--- src/rtl/aabb_broad_phase_pair_finder_unit_defines.svh ---
// assertion macros shared by the broad phase pair finder rtl
`ifndef AABB_BROAD_PHASE_PAIR_FINDER_UNIT_DEFINES_SVH
`define AABB_BROAD_PHASE_PAIR_FINDER_UNIT_DEFINES_SVH

// same-cycle implication, disabled during reset
`define AABBPF_ASSERT_IMPL(label, ante, cons) \
    label: assert property (@(posedge i_clk) disable iff (!i_rst_n) (ante) |-> (cons)) \
        else $error("aabbpf same-cycle check failed");

// next-cycle implication, disabled during reset
`define AABBPF_ASSERT_NEXT(label, ante, cons) \
    label: assert property (@(posedge i_clk) disable iff (!i_rst_n) (ante) |=> (cons)) \
        else $error("aabbpf next-cycle check failed");

`endif

--- src/rtl/aabbpf_pkg.sv ---
// types, constants and helper functions of the broad phase pair finder
package aabbpf_pkg;

    localparam int MAX_BOXES     = 32;
    localparam int COORD_BITS    = 24;
    localparam int FIELD_BITS    = 24;
    localparam int OUT_SLOT_BITS = 5;
    localparam int SLOT_BITS     = (MAX_BOXES > 2) ? $clog2(MAX_BOXES) : 1;
    localparam int CNT_BITS      = $clog2(MAX_BOXES + 1);

    typedef logic signed [FIELD_BITS-1:0] t_coord_field;
    typedef logic signed [COORD_BITS-1:0] t_coord;
    typedef logic [OUT_SLOT_BITS-1:0]     t_slot_field;
    typedef logic [SLOT_BITS-1:0]         t_slot;
    typedef logic [CNT_BITS-1:0]          t_count;
    typedef logic [1:0]                   t_status;

    localparam logic    OP_CLEAR       = 1'b0;
    localparam logic    OP_ADD         = 1'b1;
    localparam t_status STATUS_ADDED   = 2'd0;
    localparam t_status STATUS_FULL    = 2'd1;
    localparam t_status STATUS_CLEARED = 2'd2;

    typedef enum logic [1:0] {
        K_CLEAR = 2'd0,
        K_ADD   = 2'd1,
        K_FULL  = 2'd2
    } t_kind;

    typedef struct packed {
        t_coord min_x;
        t_coord min_y;
        t_coord min_z;
        t_coord max_x;
        t_coord max_y;
        t_coord max_z;
    } t_box;

    typedef struct packed {
        logic        hit;
        t_slot_field earlier_slot;
        t_slot_field new_slot;
        t_status     status;
        logic        last;
    } t_result;

    typedef struct packed {
        logic shift;
        logic load;
    } t_cell_ctrl;

    // low COORD_BITS of the field, sign extended past the field width
    function automatic t_coord coord_of(input t_coord_field v);
        t_coord r;
        for (int i = 0; i < COORD_BITS; i++) begin
            r[i] = v[(i < FIELD_BITS) ? i : FIELD_BITS - 1];
        end
        return r;
    endfunction

    // slot index masked or zero extended to the result field
    function automatic t_slot_field slot_out(input t_slot s);
        t_slot_field r;
        for (int i = 0; i < OUT_SLOT_BITS; i++) begin
            r[i] = (i < SLOT_BITS) ? s[(i < SLOT_BITS) ? i : 0] : 1'b0;
        end
        return r;
    endfunction

endpackage

--- src/rtl/aabbpf_overlap.sv ---
// overlap test of two boxes, touching faces count as overlap
module aabbpf_overlap import aabbpf_pkg::*; (
    input  t_box i_stored,
    input  t_box i_query,
    output logic o_overlap
);

    logic apart;

    assign apart = (i_stored.max_x < i_query.min_x) || (i_stored.min_x > i_query.max_x) ||
                   (i_stored.max_y < i_query.min_y) || (i_stored.min_y > i_query.max_y) ||
                   (i_stored.max_z < i_query.min_z) || (i_stored.min_z > i_query.max_z);

    assign o_overlap = !apart;

endmodule

--- config.mk ---
export PLATFORM = sky130hd
export DESIGN_NAME = aabbpf_overlap
export DESIGN_NICKNAME = d
export VERILOG_FILES = /design/src/rtl/aabb_broad_phase_pair_finder_unit_defines.svh /design/src/rtl/aabbpf_pkg.sv /design/src/rtl/aabbpf_overlap.sv
export SDC_FILE = /design/constraint.sdc
export NUM_CORES = 1
export LEC_CHECK = 0
export BUFFER_PORTS_ARGS = -buffer_cell sky130_fd_sc_hd__buf_2
export CAP_MARGIN = 25
export CORE_AREA = 4 4 109 111
export DETAILED_ROUTE_END_ITERATION = 10
export DIE_AREA = 0 0 113 115
export PLACE_DENSITY = 0.7
export SYNTH_ARGS = -nofsm -noshare
export SYNTH_HDL_FRONTEND = slang
export SYNTH_SLANG_ARGS = --single-unit
--- constraint.sdc ---
create_clock -name vclk -period 3.25
set_input_delay 0.325 -clock vclk [all_inputs]
set_output_delay 0.325 -clock vclk [all_outputs]
set_load 0.02 [all_outputs]
==> impl_metrics.env, run 1 <==
export IMPL_antenna_left=0
export IMPL_gr_usage_all_layers=0.154
export IMPL_maxCapViolations=0
export IMPL_tns_ns=0
export IMPL_drt_iter0_markers=115
export IMPL_worst_pin_slew_ns=0.434
export IMPL_final_layout_size_suffix_gt1_frac=0.373
export IMPL_drt_wl_total_um=11100
export IMPL_boundaryPins=289
export IMPL_outcome="finished, final reports clean"
export IMPL_crit_arrival_ns=2.36
export IMPL_firstDrtPassIters=4
export IMPL_final_core_util=0.486
export IMPL_grt_max_degree=6
export IMPL_place_congestion=0.817
export IMPL_ys_top_cells_by_count="inv_1 (142), ha_1 (141), a21oi_1 (49)"
export IMPL_fmax_ghz=0.372
export IMPL_clock_buffers=0
export IMPL_viasPerCell=4.60
export IMPL_final_max_slew_viol_count=0
export IMPL_vias=4273
export IMPL_p_leak_nw=3.51
export IMPL_syn_inst=500
export IMPL_hold_viol=0
export IMPL_setup_viol=0
export IMPL_period_share=0.826
export IMPL_ff_latch_area_um2=0
export IMPL_synth_area_leaders="ha_1 (49%), inv_1 (15%), a21oi_1 (6.8%)"
export IMPL_synth_nets=929
export IMPL_worst_slack_ns=0.565
export IMPL_coreArea_mm2=0.0108
export IMPL_start_util=0.335
export IMPL_ys_seq_area_frac=0
export IMPL_nets=1220
export IMPL_crit_start="i_stored[4]"
export IMPL_min_from="i_stored[143]"
export IMPL_antenna_found_initial=0
export IMPL_syn_to_final_growth_pct=44.8
export IMPL_cp_required_ns=2.92
export IMPL_place_inst=929
export IMPL_yosysTopAreaCell="ha_1"
export IMPL_hold_path_class="in -> out"
export IMPL_synth_most_common_cell="inv_1"
export IMPL_fillers=1131
export IMPL_end_kind="output pin"
export IMPL_synth_top_cell_area_share=0.487
export IMPL_fp_row_count=38
export IMPL_overflow=0
export IMPL_syn_avg_cell_area_um2=7.24
export IMPL_cts_setup_buffers=0
export IMPL_power_density_mw_per_mm2=109
export IMPL_yosys_warnings=0
export IMPL_synth_cell_types=37
export IMPL_crit_path_start_kind="input pin"
export IMPL_rsz0062_at_grt="false"
export IMPL_synth_area_mm2=0.00362
export IMPL_cts_resized=0
export IMPL_die_w_um=113
export IMPL_grt_pass1_vias=4227
export IMPL_drc_errors=0
export IMPL_num_antenna_cells=0
export IMPL_wl_per_cell_um=11.9
export IMPL_port_buffers=289
export IMPL_relSlewSlack=0.708
export IMPL_die_y_um=115
export IMPL_critical_path_class="in -> out"
export IMPL_dp_hpwl_um=10800
export IMPL_fp_dieArea_mm2=0.0130
export IMPL_grt_pass1_wl_um=17400
export IMPL_seq_cell_count=0
export IMPL_fin_crit_ns=2.69
export IMPL_crit_fanout=2
export IMPL_holdWs_ns=1.42
export IMPL_place_ws_ns=0.520
export IMPL_ir_worst_vdd_mv=0.0475
export IMPL_hold_buffers=0
export IMPL_fin_cells=929
==> power by group <==
group / leakage (nW) / internal [mW] / switching, mW / total, mW
Sequential: 0 / 0 / 0 / 0
Combinational: 3.51 / 0.310 / 0.261 / 0.570
Clock: 0 / 0 / 0 / 0
==> final timing paths <==
| check | end | slack, ns | cells past startpoint |
|---|---|---|---|
| setup / recovery | o_overlap | 0.56 | 10 |
| hold / removal | o_overlap | 1.42 | 6 |
==> area by class of cell <==
cell class | count | area (um2) | area share
timing repair buffer | 289 | 1450 | 0.276
tap | 140 | 175 | 0.0334
multi-input combinational | 358 | 3090 | 0.589
inverter | 142 | 533 | 0.102
==> layout by cell type (no fill, tap or decap), types with 3 or more instances in the layout <==
cell type	synthesis	routed
a211o_1	5	5
a211oi_1	5	5
a21o_1	23	23
a21oi_1	49	49
and4_1	5	5
buf_2	0	289
ha_1	141	141
inv_1	142	142
nand2_1	19	19
nand2b_1	3	3
nand3_1	12	12
nand4_1	24	24
nor2_1	9	9
nor2b_1	4	4
nor3_1	4	4
o211ai_1	5	5
o21a_1	6	6
o21ai_0	16	16
o31ai_1	3	3
==> layer usage <==
layer,up-vias,GRT usage,routed length (um),share of wire
met5,-,0,0,0
met4,0,0.00561,24,0.0022
met3,2,0.0200,848,0.077
met2,140,0.304,5730,0.52
met1,1785,0.186,4470,0.40
li1,2346,-,-,-
==> critical path: stages <==
cell and delay (ns):
buf_2 0.10, ha_1 0.30, a21o_1 0.18, a2111oi_0 0.38
o21ai_0 0.17, o2bb2ai_1 0.16, o21bai_1 0.15, o2111ai_1 0.16
nor4_2 0.23, buf_2 0.21
==> kinds of logic (layout without fill, tap and decap cells) <==
kind of cell,after synthesis,count (layout),synth area share
buffers and inverters,142,431,0.147
and+or+nand+nor,90,90,0.138
AOI/OAI and AO/OA,125,125,0.222
muxes,2,2,0.00553
adders and majority gates,141,141,0.487
==> per-stage QoR <==
stage,power (mW),instance area (um2)
2_1_floorplan,0.323,3620
3_5_place_dp,0.576,5240
5_1_grt,0.671,5240
4_1_cts,0.580,5240
3_3_place_gp,0.570,5240
6_report,0.570,5240
Power figures use the tool's default switching activity.
==> run 2: changes to the inputs <==
- CORE_AREA: 4 4 109 111 -> 4 4 110 112
- DIE_AREA: 0 0 113 115 -> 0 0 114 116
- PLACE_DENSITY: 0.7 -> 0.69
- clock period: 3.25 -> 2.7 ns (I/O delays scaled with it)
==> run 2 against run 1 <==
Net effect:
- cell count grew 0.54%
- via count shrank 0.16%
- core utilization shrank 1.5 points
- count of clock-buffer cells in the layout is the same
- sequential share of layout area is the same
- combinational power grew 23%
- largest cell class unchanged
- critical path depth is the same
- sequential cell count is the same
- total power grew 23%
- wire length grew 3.8%
==> impl_metrics.env, run 2 (synthesis results as in run 1) <==
export IMPL_worst_pin_slew_ns=0.411
export IMPL_critical_path_class="in -> out"
export IMPL_grt_pass1_wl_um=17300
export IMPL_antenna_left=0
export IMPL_crit_fanout=4
export IMPL_place_congestion=0.872
export IMPL_nets=1222
export IMPL_drc_errors=0
export IMPL_outcome="finished, final reports clean"
export IMPL_crit_path_start_kind="input pin"
export IMPL_antenna_found_initial=1
export IMPL_cp_required_ns=2.43
export IMPL_place_ws_ns=0.112
export IMPL_internal_power_mw=0.380
export IMPL_hold_path_class="in -> out"
export IMPL_wl_per_cell_um=12.3
export IMPL_hold_viol=0
export IMPL_power_density_mw_per_mm2=133
export IMPL_p_sw_mw=0.323
export IMPL_coreArea_mm2=0.0112
export IMPL_hold_buffers=0
export IMPL_firstDrtPassIters=4
export IMPL_drt_iter0_markers=87
export IMPL_overflow=0
export IMPL_grt_pass1_vias=4138
export IMPL_port_buffers=289
export IMPL_gr_usage_all_layers=0.155
export IMPL_fillers=1182
export IMPL_die_w_um=114
export IMPL_relSlewSlack=0.719
export IMPL_max_stage_delay_ns=0.47
export IMPL_finalPower_mw=0.703
export IMPL_viasPerCell=4.57
export IMPL_dpl_instance_area_mm2=0.00525
export IMPL_holdWs_ns=1.28
export IMPL_worst_slack_ns=0.157
export IMPL_cpMaxStageDelayCell="or4_1"
export IMPL_combPwrFrac=1.000
export IMPL_critical_path_cell_chain="buf_2 -> ha_1 -> buf_4 -> a21oi_1 -> o21ai_0 -> or4_1 -> a21oi_1 -> o211ai_1 -> nor4_2 -> buf_4"
export IMPL_syn_to_final_growth_pct=45.9
export IMPL_start_util=0.323
export IMPL_final_max_slew_viol_count=0
export IMPL_ir_worst_vdd_mv=0.0637
export IMPL_dp_hpwl_um=11100
export IMPL_num_antenna_cells=0
export IMPL_p_leak_nw=3.52
export IMPL_p_sw_frac=0.459
export IMPL_final_layout_size_suffix_gt1_frac=0.379
export IMPL_fin_crit_ns=2.54
export IMPL_vias=4266
export IMPL_fp_dieArea_mm2=0.0132
export IMPL_seq_cell_count=0
export IMPL_final_common_cell="buf_2"
export IMPL_fp_row_count=39
export IMPL_ff_latch_area_um2=0
export IMPL_clock_buffers=0
export IMPL_end_kind="output pin"
export IMPL_drt_wl_total_um=11500
export IMPL_crit_arrival_ns=2.27
export IMPL_power_share_clock=0
export IMPL_grt_max_degree=6
export IMPL_boundaryPins=289
export IMPL_die_y_um=116
export IMPL_design_area_mm2=0.00528
export IMPL_fmax_ghz=0.393
export IMPL_period_share=0.942
export IMPL_setup_viol=0
export IMPL_seqPwrFrac=0
export IMPL_layout_common_cells="buf_2 (288), inv_1 (142), ha_1 (141), a21oi_1 (49), nand4_1 (24)"
export IMPL_maxCapViolations=0
==> run 2: cell count changes in the layout (fill, tap and decap cells not counted), sizes merged <==
cell,delta
buf,+2
==> run 2: path summary, 6_finish.rpt <==
kind	start	to	slack [ns]	cells after the start
max	i_stored[95]	o_overlap	0.16	10
min	i_stored[71]	o_overlap	1.28	5
==> run 2: cell type report <==
class                           instances  area [um2]  share of cell area
Tap cell                              143         179              0.0339
Inverter                              142         533               0.101
Multi-Input combinational cell        358        3110               0.588
Timing Repair Buffer                  291        1460               0.277
==> run 2: repair_timing <==
action                     CTS  global route
resized for setup            0             6
setup endpoints to repair    0             1
buffers inserted             0             1
==> run 2: per-layer routing <==
| layer | global-route usage | wire [um] |
|---|---|---|
| met2 | 0.289 | 5610 |
| met4 | 0.0214 | 171 |
| met3 | 0.0334 | 1120 |
| met1 | 0.186 | 4580 |
| met5 | 0 | 20 |
==> run 2: power groups by stage <==
stage | Clock (mW) | Combinational, mW | Sequential [mW]
after floorplan | 0 | 0.388 | 0
after global placement | 0 | 0.696 | 0
after detailed placement | 0 | 0.703 | 0
after CTS | 0 | 0.708 | 0
after global routing | 0 | 0.820 | 0
final | 0 | 0.703 | 0
==> run 2: critical path, delay by kind of cell <==
kind,cells,cell delay (ns)
AO/OA/AOI/OAI,4,0.55
adder cells (fa/ha/maj),1,0.30
AND/OR/NAND/NOR,2,0.70
buffers and inverters,3,0.45
==> run 2: through the flow <==
step | cells | setup TNS [ns] | util
2_1_floorplan | 500 | 0 | -
3_3_place_gp | 933 | 0 | 0.468
3_5_place_dp | 933 | 0 | 0.468
4_1_cts | 933 | 0 | 0.468
5_1_grt | 934 | -0.00940 | 0.471
6_report | 934 | 0 | 0.471
