**config.mk**
```make
export PLATFORM = sky130hd
export DESIGN_NAME = aabbpf_cell
export DESIGN_NICKNAME = d
export VERILOG_FILES = /design/src/rtl/aabb_broad_phase_pair_finder_unit_defines.svh /design/src/rtl/aabbpf_pkg.sv /design/src/rtl/aabbpf_cell.sv
export SDC_FILE = /design/constraint.sdc
export NUM_CORES = 1
export LEC_CHECK = 0
export BUFFER_PORTS_ARGS = -buffer_cell sky130_fd_sc_hd__buf_2
export CAP_MARGIN = 20
export CELL_PAD_IN_SITES_DETAIL_PLACEMENT = 0
export CELL_PAD_IN_SITES_GLOBAL_PLACEMENT = 1
export CORE_AREA = 2 2 170 172
export DETAILED_ROUTE_END_ITERATION = 8
export DIE_AREA = 0 0 172 174
export PLACE_DENSITY_LB_ADDON = 0.1
export SETUP_SLACK_MARGIN = 0.1
export SLEW_MARGIN = 10
export SYNTH_ARGS = -nofsm -noshare
export SYNTH_HDL_FRONTEND = slang
export SYNTH_SLANG_ARGS = --single-unit
export TNS_END_PERCENT = 1
```
**constraint.sdc**
```tcl
create_clock -name i_clk -period 13.6 [get_ports i_clk]
set_input_delay 2.04 -clock i_clk [delete_from_list [all_inputs] [get_ports i_clk]]
set_output_delay 2.04 -clock i_clk [all_outputs]
set_load 0.005 [all_outputs]
```
**src/rtl/aabb_broad_phase_pair_finder_unit_defines.svh**
```systemverilog
// assertion macros shared by the broad phase pair finder rtl
`ifndef AABB_BROAD_PHASE_PAIR_FINDER_UNIT_DEFINES_SVH
`define AABB_BROAD_PHASE_PAIR_FINDER_UNIT_DEFINES_SVH

// same-cycle implication, disabled during reset
`define AABBPF_ASSERT_IMPL(label, ante, cons) \
    label: assert property (@(posedge i_clk) disable iff (!i_rst_n) (ante) |-> (cons)) \
        else $error("aabbpf same-cycle check failed");

// next-cycle implication, disabled during reset
`define AABBPF_ASSERT_NEXT(label, ante, cons) \
    label: assert property (@(posedge i_clk) disable iff (!i_rst_n) (ante) |=> (cons)) \
        else $error("aabbpf next-cycle check failed");

`endif

```
**src/rtl/aabbpf_pkg.sv**
```systemverilog
// types, constants and helper functions of the broad phase pair finder
package aabbpf_pkg;

    localparam int MAX_BOXES     = 32;
    localparam int COORD_BITS    = 24;
    localparam int FIELD_BITS    = 24;
    localparam int OUT_SLOT_BITS = 5;
    localparam int SLOT_BITS     = (MAX_BOXES > 2) ? $clog2(MAX_BOXES) : 1;
    localparam int CNT_BITS      = $clog2(MAX_BOXES + 1);

    typedef logic signed [FIELD_BITS-1:0] t_coord_field;
    typedef logic signed [COORD_BITS-1:0] t_coord;
    typedef logic [OUT_SLOT_BITS-1:0]     t_slot_field;
    typedef logic [SLOT_BITS-1:0]         t_slot;
    typedef logic [CNT_BITS-1:0]          t_count;
    typedef logic [1:0]                   t_status;

    localparam logic    OP_CLEAR       = 1'b0;
    localparam logic    OP_ADD         = 1'b1;
    localparam t_status STATUS_ADDED   = 2'd0;
    localparam t_status STATUS_FULL    = 2'd1;
    localparam t_status STATUS_CLEARED = 2'd2;

    typedef enum logic [1:0] {
        K_CLEAR = 2'd0,
        K_ADD   = 2'd1,
        K_FULL  = 2'd2
    } t_kind;

    typedef struct packed {
        t_coord min_x;
        t_coord min_y;
        t_coord min_z;
        t_coord max_x;
        t_coord max_y;
        t_coord max_z;
    } t_box;

    typedef struct packed {
        logic        hit;
        t_slot_field earlier_slot;
        t_slot_field new_slot;
        t_status     status;
        logic        last;
    } t_result;

    typedef struct packed {
        logic shift;
        logic load;
    } t_cell_ctrl;

    // low COORD_BITS of the field, sign extended past the field width
    function automatic t_coord coord_of(input t_coord_field v);
        t_coord r;
        for (int i = 0; i < COORD_BITS; i++) begin
            r[i] = v[(i < FIELD_BITS) ? i : FIELD_BITS - 1];
        end
        return r;
    endfunction

    // slot index masked or zero extended to the result field
    function automatic t_slot_field slot_out(input t_slot s);
        t_slot_field r;
        for (int i = 0; i < OUT_SLOT_BITS; i++) begin
            r[i] = (i < SLOT_BITS) ? s[(i < SLOT_BITS) ? i : 0] : 1'b0;
        end
        return r;
    endfunction

endpackage

```
**src/rtl/aabbpf_cell.sv**
```systemverilog
// one ring cell holding a stored box, loadable or shifted from its neighbor
module aabbpf_cell import aabbpf_pkg::*; (
    input  logic       i_clk,
    input  t_cell_ctrl i_ctrl,
    input  t_box       i_shift_box,
    input  t_box       i_load_box,
    output t_box       o_box
);

    t_box r_box;
    t_box n_box;

    always_comb begin
        n_box = r_box;
        if (i_ctrl.load) begin
            n_box = i_load_box;
        end else if (i_ctrl.shift) begin
            n_box = i_shift_box;
        end
    end

    always_ff @(posedge i_clk) begin
        r_box <= n_box;
    end

    assign o_box = r_box;

endmodule

```
==> results of run 1 <==
-- critical path, stage by stage --
cell and delay [ns]:
buf_6 0.55, buf_4 0.94, mux2_2 0.41
-- through the flow --
step,std cells,util
finish,1146,0.3346
global route,1146,0.3346
CTS,1141,0.3341
detailed placement,1110,0.3123
global placement,1110,0.3123
floorplan,305,-
-- power by group --
part           internal, W  switching, W
Sequential        0.000545     0.0000121
Clock             0.000308      0.000190
Combinational    0.0000971     0.0000676
Total             0.000951      0.000270
-- final cells by class --
class,count,area share
well taps,384,0.05085
clock buffers,19,0.04582
multi-input cells,145,0.1920
diodes,5,0.001324
flip-flops and latches,144,0.4577
repair buffers,437,0.2329
clock inverters,12,0.01934
-- kinds of logic (layout without fill, tap and decap cells) --
logic type / after synthesis / in the layout / share of synthesized area
muxes: 144 / 144 / 0.2884
other: 0 / 5 / 0
buffers and inverters: 16 / 468 / 0.01979
and+or+nand+nor: 1 / 1 / 0.001000
DFF: 144 / 144 / 0.6908
-- path summary, 6_finish.rpt --
check	startpoint	end	slack [ns]	cells past startpoint
max	i_ctrl[0]	o_box[143]$_DFFE_PP_	9.65	3
min	i_load_box[119]	o_box[119]$_DFFE_PP_	1.92	2
-- cell usage in the layout (no fill, tap or decap) --
cell type / netlist / routed
buf_2: 9 / 433
buf_4: 0 / 3
or2_4: 0 / 1
edfxtp_1: 144 / 144
buf_6: 7 / 1
diode_2: 0 / 5
mux2_2: 95 / 95
bufinv_16: 0 / 4
clkbuf_16: 0 / 17
clkbuf_1: 0 / 2
clkinv_2: 0 / 1
clkinv_4: 0 / 1
inv_6: 0 / 3
clkinvlp_4: 0 / 3
mux2_4: 49 / 49
-- layer usage --
layer  up-vias  routed length (um)  GRT usage
met5         -                   0          0
met4         0                 260    0.03536
met3        11                2305    0.06193
met2       270                9953     0.2256
met1      2083                6845     0.1188
li1       2094                   -          -
==> results.tsv, run 1 <==
metric	value	unit
setup tns final	0	ns
Cell variety after synth	6	
port buffer count	434	
setup repair bufs after CTS	0	
Worst Setup End Kind	register	
FFs w/ async S/R, synth	0	
layout net count	1036	
Placed Area	8820	um2
Detailed Route WL	19360	um
hold_buf cts	0	
WL per Instance	16.90	um
Pwr per Cell Area	129.2	nW/um2
dominant cell type by area after synthesis	edfxtp_1	
final hold violations	0	
register area share after synthesis	0.6908	
status	finished clean	
Synth Area per Inst	20.52	um2
RSZ-0062 raised after global routing	false	
H-tree levels	4	
Critical Path RT	13.76	ns
Worst Setup Start Kind	input port	
fill cell count	2863	
multi-input combinational cell area	1814	um2
Register Area	4324	um2
Tmin final	3.950	ns
die area	29930	um2
syn_nets	596	
Synth Register Bits	144	
Leak Pwr	4.259	nW
Clock transition at path regs	0.07	ns
share of cells above drive strength 1	0.8071	
largest net degree at the start of global routing	82	
antenna viol nets, final	0	
Post-synth EDFFs	144	
top cells by count, synth	edfxtp_1, mux2_2, mux2_4	
Pwr Total	0.001220	W
Global Route Usage Sum	0.1226	
max reg flops	144	
HPWL Detailed	15070	um
final worst-path cycle share	0.2904	
GRT overflow	0	
# IOs	435	
CP arrival	4.11	ns
Final Instance Area	9448	um2
post_cts resized	0	
area share of the largest cell type after synthesis	0.6908	
DRC viols	0	
# rows	62	
Slew Viols, Final	0	
count leader, synth	edfxtp_1	
Mapped Area	6260	um2
Pre-antenna DRT Iters	4	
initial core utilization	0.2217	
Max Cap Violations	0	
Mapped Cells	305	
CTS max path bufs	2	
1st-iter DRT viols	156	
Core Box Area	28240	um2
WHS	1.921	ns
Synth Warn #	0	
clk root buf	clkbuf_16	
die width	172	um
Final setup viols	0	
first-pass GRT wire length	27120	um
routability congestion estimate	0.7150	
top post-synthesis cells by area	edfxtp_1, mux2_2, mux2_4, buf_6, buf_2	
Worst Hold Class	input port to register	
worst slew pin tran	1.030	ns
Die Ht	174	um
setup slack at placement	9.166	ns
Vias	4458	
relative slew slack	0.3132	
Synth Flop Type	edfxtp_1	
Via density	3.890	
worst vdd ir	66.75	uV
initial antenna violation count	5	
WS Path Type	input port to register	
crit-path max FO	81	
vias in the first global route	4806	
total CTS buffers	17	
CTS Sinks	144	
Fmax achieved	253.2	MHz
TritonCTS clock tree	built	
area grow syn2layout	50.93	%
post-route setup slack	9.650	ns
Note: power is estimated with default switching activity, not from simulation.
==> inputs of run 2 (changes only) <==
--- a/config.mk
+++ b/config.mk
@@ -5,13 +5,14 @@
 export SDC_FILE = /design/constraint.sdc
 export NUM_CORES = 1
 export LEC_CHECK = 0
+export ABC_AREA = 1
 export BUFFER_PORTS_ARGS = -buffer_cell sky130_fd_sc_hd__buf_2
 export CAP_MARGIN = 20
 export CELL_PAD_IN_SITES_DETAIL_PLACEMENT = 0
 export CELL_PAD_IN_SITES_GLOBAL_PLACEMENT = 1
-export CORE_AREA = 2 2 170 172
+export CORE_AREA = 2 2 171 173
 export DETAILED_ROUTE_END_ITERATION = 8
-export DIE_AREA = 0 0 172 174
+export DIE_AREA = 0 0 173 175
 export PLACE_DENSITY_LB_ADDON = 0.1
 export SETUP_SLACK_MARGIN = 0.1
 export SLEW_MARGIN = 10
==> constraint.sdc (replaced) <==
create_clock -name i_clk -period 3.6 [get_ports i_clk]
set_input_delay 0.54 -clock i_clk [delete_from_list [all_inputs] [get_ports i_clk]]
set_output_delay 0.54 -clock i_clk [all_outputs]
set_load 0.005 [all_outputs]
==> run 2 against run 1 <==
Sequential cell count unchanged. First-iteration DRC count is 95% higher. Area after synthesis decreased by 2.2%. Combinational power increased to 3.7 times the previous value. Total power rose to 3.8 times the previous value. Largest cell class unchanged. Sequential share of layout area grew 0.63 points. Global-route usage grew 3.1 points. Worst setup slack got worse by 7.8 ns.
==> results.tsv, run 2 <==
metric	value	unit	change
Die Ht	175	um	+0.57%
CTS max path bufs	2		unchanged
share of cells above drive strength 1	0.4509		-0.3562
Worst Setup End Kind	register		
area share of the largest cell type after synthesis	0.7060		+0.01524
dominant cell type by area after synthesis	edfxtp_1		
setup tns final	0	ns	unchanged
largest net degree at the start of global routing	75		-8.5%
die area	30280	um2	+1.2%
Synth Flop Type	edfxtp_1		
Mapped Cells	609		+100%
clk root buf	clkbuf_16		
WS Path Type	input port to register		
post-route setup slack	1.850	ns	-7.800 ns
Final setup viols	0		unchanged
syn_nets	900		+51%
first-pass GRT wire length	34510	um	+27%
FFs w/ async S/R, synth	0		unchanged
Core Box Area	28390	um2	+0.55%
count leader, synth	nand2_1		
setup slack at placement	1.333	ns	-7.833 ns
top cells by count, synth	nand2_1, edfxtp_1, buf_2		
area grow syn2layout	52.16	%	
total CTS buffers	17		unchanged
Setup crit start	i_ctrl[0]		
DRC viols	0		unchanged
Cell variety after synth	8		+2
status	finished clean		
Slew Viols, Final	0		unchanged
1st-iter DRT viols	304		+95%
CP max stage cell	inv_4		
Synth Area per Inst	10.06	um2	-51%
Critical Path RT	3.88	ns	-9.88 ns
Synth Warn #	0		unchanged
Vias	5619		+26%
layout net count	1330		+28%
post_cts resized	0		unchanged
hold_buf cts	0		unchanged
antenna viol nets, final	0		unchanged
final worst-path cycle share	0.4861		
Pwr Total	0.004627	W	+280%
Detailed Route WL	23880	um	+23%
top post-synthesis cells by area	edfxtp_1, nand2_1, buf_2, buf_4, clkbuf_1		
H-tree levels	4		unchanged
# rows	62		unchanged
Pwr per Cell Area	496.5	nW/um2	+280%
register area share after synthesis	0.7060		+0.01524
# IOs	435		unchanged
Post-synth EDFFs	144		unchanged
port buffer count	434		unchanged
initial antenna violation count	6		+1
crit-path max FO	59		-27%
HPWL Detailed	17670	um	+17%
CP arrival	2.03	ns	-2.08 ns
most frequent cells in the layout	buf_2, nand2_1, edfxtp_1, clkbuf_16, buf_4		
fill cell count	3100		+8.3%
Global Route Usage Sum	0.1532		+0.03056
WL per Instance	16.63	um	-1.6%
worst vdd ir	227.4	uV	+240%
crit-path cells	buf_4 -> inv_4 -> buf_4 -> nand2_1 -> nand2_1		
initial core utilization	0.2157		-0.005971
Tmin final	1.750	ns	
setup repair bufs after CTS	0		unchanged
die width	173	um	+0.58%
Pre-antenna DRT Iters	4		unchanged
TritonCTS clock tree	built		
Fmax achieved	571.4	MHz	
Worst Hold Class	input port to register		
CP peak stage delay	0.52	ns	-0.42 ns
commonest non-fill, non-tap cell in the layout	buf_2		
max reg flops	144		unchanged
Max Cap Violations	0		unchanged
Clock transition at path regs	0.07	ns	about the same
Leak Pwr	4.826	nW	+13%
Placed Cells	1404		+26%
RSZ-0062 raised after global routing	false		
CTS Sinks	144		unchanged
GRT overflow	0		unchanged
routability congestion estimate	0.7508		+5.0%
worst slew pin tran	0.7153	ns	-0.3149 ns
crit path capture	o_box[30]$_DFFE_PP_		
Mapped Area	6125	um2	-2.2%
Via density	3.913		+0.59%
final hold violations	0		unchanged
non-filler instance count after layout	1436		+25%
Worst Setup Start Kind	input port		
Synth Register Bits	144		unchanged
vias in the first global route	5655		+18%
relative slew slack	0.5231		+0.2099
==> run 2: cell types whose count changed after synthesis <==
cell / before / now
inv_2: 0 / 1
mux2_4: 49 / 0
buf_4: 0 / 7
nand2_1: 0 / 432
or2_1: 1 / 0
buf_2: 9 / 15
mux2_2: 95 / 0
clkbuf_1: 0 / 8
or2_2: 0 / 1
buf_6: 7 / 1
==> run 2: logic make-up after synthesis <==
logic type | synth area share
buffers and inverters | 0.02819
AND/OR/NAND/NOR | 0.2658
flip-flops | 0.7060
==> run 2: worst min-delay path by stage <==
stage,slack [ns],depth (start not counted),endpoint,from
final,0.38,3,o_box[26]$_DFFE_PP_,i_shift_box[26]
after global routing,0.36,3,o_box[73]$_DFFE_PP_,i_shift_box[73]
after CTS,0.35,3,o_box[26]$_DFFE_PP_,i_shift_box[26]
after detailed placement,0.80,3,o_box[90]$_DFFE_PP_,i_shift_box[90]
after global placement,0.80,3,o_box[92]$_DFFE_PP_,i_shift_box[92]
after floorplan,0.72,2,o_box[0]$_DFFE_PP_,i_shift_box[0]
==> run 2: power by group <==
group / internal, W / switching [W]
sequential: 0.00206 / 0.0000438
clock: 0.00116 / 0.000747
combinational: 0.000290 / 0.000329
total: 0.00351 / 0.00112
==> run 2: routing by layer <==
metal | GRT usage | vias to the layer above | wire, um
met5 | 0 | - | 32
met4 | 0.04944 | 6 | 273
met3 | 0.06527 | 19 | 2394
met2 | 0.2673 | 281 | 11980
met1 | 0.1681 | 2496 | 9198
li1 | - | 2817 | -
==> run 2: area by class of cell <==
class | count | area, um2 | share of cell area
clock inverters | 12 | 185.2 | 0.01987
inverters | 1 | 6.256 | 0.0006713
repair buffers | 442 | 2260 | 0.2425
flip-flops and latches | 144 | 4324 | 0.4640
well taps | 384 | 480.5 | 0.05156
multi-input cells | 433 | 1630 | 0.1749
diodes | 3 | 7.507 | 0.0008056
clock buffers | 17 | 425.4 | 0.04565
==> run 2: worst max-delay path: cells and delay by family <==
kind          cells  cell delay [ns]
simple gates      2             0.18
buf+inv           3             1.24
==> run 2: through the flow <==
stage	hold slack, ns	util	instance area (um2)
global placement	0.8035	0.3065	8701
finish	0.3789	0.3282	9319
detailed placement	0.8050	0.3065	8701
global route	0.3597	0.3282	9319
CTS	0.3493	0.3280	9311
floorplan	0.7186	-	6125
==> inputs of run 3 (changes only) <==
==> constraint.sdc (replaced) <==
create_clock -name i_clk -period 1.5 [get_ports i_clk]
set_input_delay 0.225 -clock i_clk [delete_from_list [all_inputs] [get_ports i_clk]]
set_output_delay 0.225 -clock i_clk [all_outputs]
set_load 0.005 [all_outputs]
==> run 3 against run 2 <==
Via count barely moved. Cell area grew 1.1%. Sequential power increased by 140%. Critical path type is now register to output port. Critical endpoint is now o_box[35]. Largest cell class unchanged. Highest routed layer unchanged.
==> results.tsv, run 3 (synthesis gave the netlist of run 2 again) <==
metric	value	unit	change
layout net count	1333		+0.23%
Via density	3.897		-0.40%
CTS Sinks	144		unchanged
H-tree levels	4		unchanged
Worst Hold Class	input port to register		
Tmin final	1.214	ns	
CP peak stage delay	0.42	ns	-0.10 ns
Critical Path RT	1.27	ns	-2.61 ns
initial antenna violation count	8		+2
Clock transition at path regs	0.07	ns	about the same
Worst Setup End Kind	output port		
post-route setup slack	0.2863	ns	-1.564 ns
WHS	0.06122	ns	-0.3177 ns
met3 Usage GRT	0.07180		+0.006527
max reg flops	144		unchanged
setup repair bufs after CTS	0		unchanged
final worst-path cycle share	0.8092		
most frequent cells in the layout	buf_2, nand2_1, edfxtp_1, clkbuf_16, buf_12		
# IOs	435		unchanged
CP arrival	0.99	ns	-1.04 ns
fill cell count	3084		-0.52%
Vias	5620		+0.018%
WS Path Type	register to output port		
port buffer count	434		unchanged
CP max stage cell	edfxtp_1		
GRT overflow	0		unchanged
Worst Setup Start Kind	register		
Core Box Area	28390	um2	unchanged
non-filler instance count after layout	1442		+0.42%
Detailed Route WL	22810	um	-4.5%
worst slew pin tran	0.3419	ns	-0.3734 ns
Slew Viols, Final	0		unchanged
Pre-antenna DRT Iters	4		unchanged
Die Ht	175	um	unchanged
routability congestion estimate	0.7264		-3.2%
relative slew slack	0.7720		+0.2489
Final Instance Area	9425	um2	+1.1%
largest net degree at the start of global routing	65		-13%
setup tns final	0	ns	unchanged
Leak Pwr	4.867	nW	+0.85%
commonest non-fill, non-tap cell in the layout	buf_2		
CP Depth	1		-4
WL per Instance	15.82	um	-4.9%
RSZ-0062 raised after global routing	false		
status	finished clean		
WHS Path Cells	3		unchanged
CTS max path bufs	2		unchanged
met2 global-route usage	0.2547		-0.01267
Pwr per Cell Area	1177	nW/um2	+140%
met1 Usage GRT	0.1613		-0.006741
clk root buf	clkbuf_16		
Fmax achieved	823.9	MHz	
antenna viol nets, final	0		unchanged
# rows	62		unchanged
hold_buf cts	0		unchanged
share of cells above drive strength 1	0.4516		+0.0007073
die area	30280	um2	unchanged
Placed Cells	1407		+0.21%
Final setup viols	0		unchanged
final hold violations	0		unchanged
WP buf/inv	1		-2
setup slack at placement	0.2467	ns	-1.086 ns
worst vdd ir	553.3	uV	+140%
DRC viols	0		unchanged
crit-path cells	buf_2		
TritonCTS clock tree	built		
first-pass GRT wire length	33520	um	-2.9%
post_cts resized	0		unchanged
HPWL Detailed	17200	um	-2.7%
crit-path max FO	1		-98%
1st-iter DRT viols	262		-14%
vias in the first global route	5635		-0.35%
die width	173	um	unchanged
total CTS buffers	17		unchanged
Global Route Usage Sum	0.1483		-0.004918
Placed Area	8798	um2	+1.1%
area grow syn2layout	53.89	%	
gr busiest metal	met2		
Max Cap Violations	0		unchanged
delay-heaviest family, CP	flip-flops		
initial core utilization	0.2157		unchanged
[run 3: cell count changes in the layout (fill, tap and decap cells not counted)]
cell,previous run,this run
buf_12,2,8
buf_4,7,4
clkbuf_1,0,2
clkinv_4,3,2
clkinvlp_4,1,2
diode_2,3,4
[run 3: path summary, 6_finish.rpt]
check | from | end | slack [ns]
worst max-delay path | o_box[35]$_DFFE_PP_ | o_box[35] | 0.29
worst min-delay path | i_shift_box[136] | o_box[136]$_DFFE_PP_ | 0.06
[run 3: cell type report]
class / count / area, um2 / share of cell area
Sequential cell: 144 / 4324 / 0.4588
Timing Repair Buffer: 445 / 2357 / 0.2501
Tap cell: 384 / 480.5 / 0.05098
Multi-Input combinational cell: 433 / 1630 / 0.1730
Clock buffer: 19 / 432.9 / 0.04593
Inverter: 1 / 6.256 / 0.0006637
Antenna cell: 4 / 10.01 / 0.001062
Clock inverter: 12 / 183.9 / 0.01951
[run 3: where the power goes]
part / total (W) / switching (W) / internal (W)
sequential: 0.00504 / 0.0000960 / 0.00494
clock: 0.00455 / 0.00175 / 0.00280
combinational: 0.00150 / 0.000782 / 0.000721
[run 3: layer usage]
metal  part of all wire  routed length, um
met1               0.38               8721
met2               0.49              11260
met3               0.11               2407
met4              0.015                349
met5             0.0031                 71
[run 3: through the flow]
step,util,total power [W]
5_1_grt,0.3319,0.01163
3_3_place_gp,0.3099,0.006688
3_5_place_dp,0.3099,0.006674
2_1_floorplan,-,0.005636
6_report,0.3320,0.01109
4_1_cts,0.3316,0.01129
[run 3: tightest hold or removal path, stage by stage]
cell	delay (ns)
buf_2	0.07
nand2_1	0.04
nand2_1	0.04
